`config.mk`:
```
export PLATFORM = sky130hd
export DESIGN_NAME = bf5_ctrl
export DESIGN_NICKNAME = d
export VERILOG_FILES = /design/src/rtl/bf5_pkg.sv /design/src/rtl/bf5_ctrl.sv
export SDC_FILE = /design/constraint.sdc
export NUM_CORES = 1
export LEC_CHECK = 0
export BUFFER_PORTS_ARGS = -buffer_cell sky130_fd_sc_hd__buf_2
export CORE_UTILIZATION = 53
export CTS_CLUSTER_SIZE = 12
export DETAILED_ROUTE_END_ITERATION = 10
export GPL_TIMING_DRIVEN = 0
export PLACE_DENSITY_LB_ADDON = 0.3
export SETUP_SLACK_MARGIN = 0.1
export SYNTH_ARGS = -nofsm -noshare
export SYNTH_HDL_FRONTEND = slang
export SYNTH_SLANG_ARGS = --single-unit
export TNS_END_PERCENT = 50
```
`constraint.sdc`:
```
create_clock -name clk -period 2.5 [get_ports clk]
set_input_delay 0.25 -clock clk [delete_from_list [all_inputs] [get_ports clk]]
set_output_delay 0.25 -clock clk [all_outputs]
set_load 0.005 [all_outputs]
```
`src/rtl/bf5_pkg.sv`:
```
// Package for the 5x5 bilateral filter: op codes, widths and the controller command types.
// Used by every module of the filter; depends on nothing.
package bf5_pkg;

  localparam int MaxWidthDefault = 4096;
  localparam int PosW  = 12;
  localparam int WgtW  = 16;
  localparam int TapW  = 32;
  localparam int WSumW = 37;
  localparam int VSumW = 45;
  localparam int NumTaps = 25;

  localparam logic [1:0] OP_PIXEL   = 2'd0;
  localparam logic [1:0] OP_SPATIAL = 2'd1;
  localparam logic [1:0] OP_RANGE   = 2'd2;
  localparam logic [1:0] OP_NONE    = 2'd3;  // unused op, ignored

  // controller to datapath
  typedef struct packed {
    logic       load;      // take an input item
    logic       shift_dup; // shift the last column in again
    logic       acc_clear; // start a new pixel
    logic       acc_step;  // accumulate tap tap_idx
    logic [4:0] tap_idx;
    logic       div_start;
    logic       div_step;
    logic       res_load;  // latch result into the output register
  } bf5_cmd_t;

  // datapath to controller
  typedef struct packed {
    logic is_pixel;
    logic emit_now;    // a result is due after the load
    logic row_last;    // item closes the row
    logic pend_valid;  // position after flush shift is at least 0
    logic div_zero;    // weight sum is zero
  } bf5_sts_t;

endpackage

```
`src/rtl/bf5_ctrl.sv`:
```
// Controller of the 5x5 bilateral filter: sequences load, flush shifts, taps, divide and output.
// Depends on bf5_pkg.
module bf5_ctrl (
  input  logic              clk,
  input  logic              rst_n,
  input  logic              in_tvalid,
  output logic              in_tready,
  output logic              out_tvalid,
  input  logic              out_tready,
  output bf5_pkg::bf5_cmd_t cmd,
  input  bf5_pkg::bf5_sts_t sts,
  output logic              res_is_last,
  output logic              res_row_end
);

  typedef enum logic [5:0] {
    S_IDLE  = 6'b000001,
    S_TAPS  = 6'b000010,
    S_DRAIN = 6'b000100,
    S_DIV   = 6'b001000,
    S_OUT   = 6'b010000,
    S_SHIFT = 6'b100000
  } state_t;

  state_t state_r, state_nxt;
  logic [4:0] tap_r, tap_nxt;
  logic [3:0] cnt_r, cnt_nxt;
  logic [1:0] flush_r, flush_nxt;   // flush shifts still to run
  logic       row_r, row_nxt;       // current column closes its row
  logic       out_vld_r, out_vld_nxt;
  logic       acc_go;

  assign in_tready  = (state_r == S_IDLE);
  assign out_tvalid = out_vld_r;
  assign res_is_last = (flush_r == 2'd0);
  assign res_row_end = (flush_r == 2'd0) && row_r;

  always_comb begin
    state_nxt = state_r;
    tap_nxt = tap_r;
    cnt_nxt = cnt_r;
    flush_nxt = flush_r;
    row_nxt = row_r;
    out_vld_nxt = out_vld_r && !out_tready;
    cmd = '0;
    cmd.tap_idx = tap_r;
    acc_go = 1'b0;
    case (state_r)
      S_IDLE: if (in_tvalid && in_tready) begin
        cmd.load = 1'b1;
        if (sts.is_pixel) begin
          flush_nxt = sts.row_last ? 2'd2 : 2'd0;
          row_nxt = sts.row_last;
          if (sts.emit_now) acc_go = 1'b1;
          else if (sts.row_last) state_nxt = S_SHIFT;
        end
      end
      S_SHIFT: if (!out_vld_r) begin
        cmd.shift_dup = 1'b1;
        flush_nxt = flush_r - 2'd1;
        if (sts.pend_valid) acc_go = 1'b1;
        else if (flush_r == 2'd1) state_nxt = S_IDLE;
      end
      S_TAPS: begin
        cmd.acc_step = 1'b1;
        tap_nxt = tap_r + 5'd1;
        if (tap_r == 5'(bf5_pkg::NumTaps - 1)) begin
          state_nxt = S_DRAIN;
          cnt_nxt = 4'd2;
        end
      end
      S_DRAIN: begin
        cnt_nxt = cnt_r - 4'd1;
        if (cnt_r == 4'd0) begin
          cmd.div_start = 1'b1;
          cnt_nxt = 4'd8;
          state_nxt = S_DIV;
        end
      end
      S_DIV: begin
        cmd.div_step = 1'b1;
        cnt_nxt = cnt_r - 4'd1;
        if (cnt_r == 4'd0) state_nxt = S_OUT;
      end
      S_OUT: if (!out_vld_r) begin
        cmd.res_load = 1'b1;
        out_vld_nxt = 1'b1;
        state_nxt = (flush_r != 2'd0) ? S_SHIFT : S_IDLE;
      end
      default: state_nxt = S_IDLE;
    endcase
    if (acc_go) begin
      cmd.acc_clear = 1'b1;
      tap_nxt = '0;
      state_nxt = S_TAPS;
    end
  end

  always_ff @(posedge clk) begin
    if (!rst_n) begin
      state_r <= S_IDLE;
      tap_r <= '0;
      cnt_r <= '0;
      flush_r <= '0;
      row_r <= 1'b0;
      out_vld_r <= 1'b0;
    end else begin
      state_r <= state_nxt;
      tap_r <= tap_nxt;
      cnt_r <= cnt_nxt;
      flush_r <= flush_nxt;
      row_r <= row_nxt;
      out_vld_r <= out_vld_nxt;
    end
  end

endmodule

```
# Word level (Yosys, flattened, before mapping)
# Index checks and enable logic that the tools add are counted.
dict set report classes {
  add_sub_neg 3
  eq_ne 30
  muxes 40
  n_bitwise 1
  reduce_logical 15
}
# operator count
set ops {}
lappend ops {{2-to-1 mux 6 bit} 12}
lappend ops {{one-hot mux 6 bit (6 select lines)} 1}
lappend ops {{AND reduction 11 bit} 2}
lappend ops {{inequality test 3 bit (second input constant)} 7}
lappend ops {{2-to-1 mux 1 bit} 17}
lappend ops {{inequality test 2 bit (second input constant)} 8}
lappend ops {{one-hot mux 4 bit (3 select lines)} 1}
lappend ops {{2-to-1 mux 2 bit} 5}
lappend ops {{inequality test 3 x 1 -> 1 bit (second input constant)} 3}
lappend ops {{2-to-1 mux 4 bit} 2}
lappend ops {{equality test 6 x 1 -> 1 bit (second input constant)} 1}
lappend ops {{equality test 6 x 2 -> 1 bit (second input constant)} 1}
lappend ops {{equality test 6 x 3 -> 1 bit (second input constant)} 1}
lappend ops {{equality test 6 x 4 -> 1 bit (second input constant)} 1}
lappend ops {{equality test 6 x 5 -> 1 bit (second input constant)} 1}
lappend ops {{equality test 6 bit (second input constant)} 1}
lappend ops {{inequality test 2 x 1 -> 1 bit (second input constant)} 3}
lappend ops {{adder 5 x 1 -> 5 bit (second input constant)} 1}
lappend ops {{equality test 5 bit (second input constant)} 1}
lappend ops {{zero test 4 bit} 1}
lappend ops {{one-hot mux 2 bit (2 select lines)} 1}
lappend ops {{AND reduction 4 bit} 1}
lappend ops {{nonzero test 2 bit} 2}
lappend ops {{subtractor 4 x 1 -> 4 bit (second input constant)} 1}
lappend ops {{other kinds (12)} 14}
dict set report word_totals {
  ff_bits 19
  inputBits 9
  elab_cells 96
}

# Depth between registers and ports, before layout
dict set report logic_depth {
  ltp_word 6
  mapped_depth 8
  mapped_depth_nobuf 7
}

# Worst setup path before layout
# OpenSTA, ideal clock, no wires.
dict set report synth_path {
  kind {register -> register}
  from {reg cnt_r[0]}
  to {reg state_r[0]}
  arrival_time_ps 1830
  slack_ps 550
  stages_incl_launch_ff 8
  path_buffers 1
  period_less_slack_ps 1950
  cell_sequence {dfxtp_1 -> inv_1 -> ha_1 -> or3b_2 -> clkbuf_1 -> a211o_1 -> o211a_1 -> a211o_1}
}
dict set report synth_via {
  elab_chain_len 3
  word_cells_on_any_way 4
  classes_between {eq/ne (2); reduce/logical (2)}
}
# item line_no
set synth_lines {}
lappend synth_lines {{from (decl)} bf5_ctrl.sv:27} ;# logic [3:0] cnt_r, cnt_nxt;
lappend synth_lines {{from (signal assigned)} bf5_ctrl.sv:110} ;# cnt_r <= cnt_nxt;
lappend synth_lines {{zero test 4 bit (*)} {bf5_ctrl.sv:74, bf5_ctrl.sv:83}}
lappend synth_lines {{inequality test 3 bit (no source line)} n/a}
lappend synth_lines {{AND reduction 11 bit (no source line) (*)} n/a}
lappend synth_lines {{to (signal assigned)} bf5_ctrl.sv:108} ;# state_r <= state_nxt;
lappend synth_lines {{to (decl)} bf5_ctrl.sv:25} ;# state_t state_r, state_nxt;
# Every way passes the cells marked *; elsewhere a longest branch is shown, timed or not.
# A chain may end at the register's enable or synchronous reset.

==> results.yml <==
job:
  drv_cap: 0
critical_path:
  path_class: "reg -> out"
  end_kind: "primary output"
  crit_slowest_cell: "or4_4"
  cp.arrival_ns: 2.04
  worst-path-max-fanout: 6
  required_ns: 2.25
  crit_chain: "or4_4 -> nor3_2 -> a22oi_1 -> inv_1 -> buf_4 -> buf_2"
  start_kind: "flip-flop"
  cpPeakStageDelay_ns: 0.58
logic_synthesis:
  ys_warn_count: 0
  synth_edf_count: 0
  synthFlopType: "dfxtp_1"
  ys_ff_latch: 19
  ys_types: 46
  syn_nets: 153
  async_reset_ff_frac: 0
  yosys-top-cells-area: "dfxtp_1 33%, ha_1 6.4%, nor2_1 4.2%, inv_1 3.9%, a21oi_1 3.4%"
  synth_top_area_frac: 0.3262
  avgSynthCellArea_um2: 8.450
  synth.yosys.seq_area_share: 0.3262
  syn_inst: 138
  synth_area_mm2: 0.001166
  synth_area_leader_cell: "dfxtp_1"
die:
  dieWidth_um: 48.91
  rows: 16
  dieHeight_um: 48.91
  core-area_mm2: 0.002022
  ioPinCount: 25
  dieArea_mm2: 0.002392
  start_util: 0.5767
placement:
  gp_congestion: 0.8308
  port_buffers: 23
  hpwl_um: 1966
clock_tree:
  clk_latency_ns: 0.29
  post_cts_buffers: 0
  numCtsBuffers: 3
  postCtsHoldBufs: 0
  tritoncts: "built"
  clock-sinks: 19
  cts_root_buf: "clkbuf_4"
  cts.path.max_buffers: 2
  clkTransAtPathRegs_ns: 0.10
  h-tree-depth: 1
global_route:
  overflow: 0
  grt_pass1_vias: 1042
  track_usage: 0.2421
  antenna_found_initial: 0
  grt_max_degree: 12
  grt_pass1_wl_um: 4567
finish:
  layout_common_cells: "23 x buf_2, 19 x dfxtp_1, 13 x nor2_1"
  area_growth_pct: 15.56
  drive_above_1_share: 0.2303
  diodes: 0
  final_common_cell: "buf_2"
  nNetsFinal: 181
  seq_area_um2: 380.4
  num-fill-cells: 190
  multi_input_area_um2: 723.2
min_path:
  hp-class: "in -> reg"
route:
  viasPerCell: 5.740
  dr.pass1.iters: 4
  detail-route-antenna-nets: 0
  drc: 0
  routed_wl_um: 2539
  vias: 1102
  drtIter0Drc: 27
  wire_per_inst_um: 13.22
timing:
  max_slew.worst_pin.slew_ns: 0.7111
  relSlewSlack: 0.5216
  max_freq_ghz: 0.4364
  final.period_utilization: 0.9166
  setup_viol: 0
  fin_skew_ns: 0.0004021
  rsz0062_at_grt: "true"
  drv_slew: 0
  hold_viol: 0
  final.min_clock_period_ns: 2.292
  fin_setup_tns_ns: 0
pwr:
  leakagePower_uw: 0.0005864
  total_power_uw: 912.7
  ir_drop_mv: 0.4658
  cellPowerDensity_mw_per_mm2: 677.3
outcome:
  status: "finished clean"
## worst paths after layout
kind	from	slack, ns	cells past startpoint	end
worst max-delay path	state_r[5]$_SDFFE_PP0P_	0.21	6	cmd[9]
worst min register to register	flush_r[1]$_SDFFE_PN0P_	0.50	2	flush_r[1]$_SDFFE_PN0P_
worst max register to register	cnt_r[0]$_SDFFE_PN0P_	0.39	7	state_r[0]$_SDFFE_PN1P_
worst min-delay path	sts[2]	0.24	3	row_r$_SDFFE_PN0P_
## cells in the mapped netlist, types with 2 or more instances
cell      instances
dfxtp_1          19
o21ai_0           5
ha_1              6
nand2_1           7
nand4_1           2
a211o_1           2
nor3_2            2
nand3b_1          2
nor3_1            4
inv_1            12
or4_4             2
a21oi_1           8
nand4b_1          3
nand3_1           6
mux2i_1           4
buf_4             2
nor4_1            3
and2_1            3
nor2_1           13
nor2b_1           5
xor2_1            3
## cell families after synthesis
logic type,synth area share
buf+inv,0.05793
compound gates,0.1824
simple gates,0.3047
fa+ha+maj,0.06438
xor+xnor,0.03005
flops,0.3262
mux,0.03434
## state kept, by name, indices dropped and copies added, names as in the netlist
name        count
out_tvalid      1
row_r           1
flush_r         2
cnt_r           4
tap_r           5
state_r         6
## through the flow
| stage | utilization | setup WS [ns] | hold WS, ns | instance area (µm²) | instances |
|---|---|---|---|---|---|
| floorplan | - | 0.5498 | 0.3968 | 1166 | 138 |
| global placement | 0.6504 | 0.4339 | 0.4731 | 1315 | 188 |
| detailed placement | 0.6504 | 0.3794 | 0.4833 | 1315 | 188 |
| CTS | 0.6640 | 0.2023 | 0.2276 | 1343 | 192 |
| global route | 0.6665 | 0.09507 | 0.2414 | 1348 | 192 |
| finish | 0.6665 | 0.2084 | 0.2392 | 1348 | 192 |
## power by group
part | switching (µW) | internal (µW)
Sequential | 34.3 | 327
Combinational | 220 | 181
Clock | 90.6 | 59.5
## routing by layer
metal / vias up / share of wire / track usage
met5: - / 0 / 0
met4: 0 / 0.0075 / 0.08333
met3: 4 / 0.037 / 0.05296
met2: 32 / 0.47 / 0.3935
met1: 509 / 0.48 / 0.3153
li1: 557 / - / -
## timing repair
item,4_1_cts,5_1_grt
setup endpoints to repair,0,2
hold endpoints to repair,0,0
resized for setup,0,1
## worst max-delay path, delay by kind of cell (launching register included)
family | cells | cell delay, ns
DFF | 1 | 0.37
and+or+nand+nor | 2 | 0.86
AOI/OAI and AO/OA | 1 | 0.23
buffers and inverters | 3 | 0.29
## area by class of cell
cell class | count | share of cell area
clock inverters | 1 | 0.003714
multi-input cells | 103 | 0.5367
flip-flops and latches | 19 | 0.2823
clock buffers | 3 | 0.01671
plain buffers | 3 | 0.01393
repair buffers | 23 | 0.08542
inverters | 13 | 0.03621
well taps | 27 | 0.02507
No activity file was read; power rests on OpenSTA's default activity.
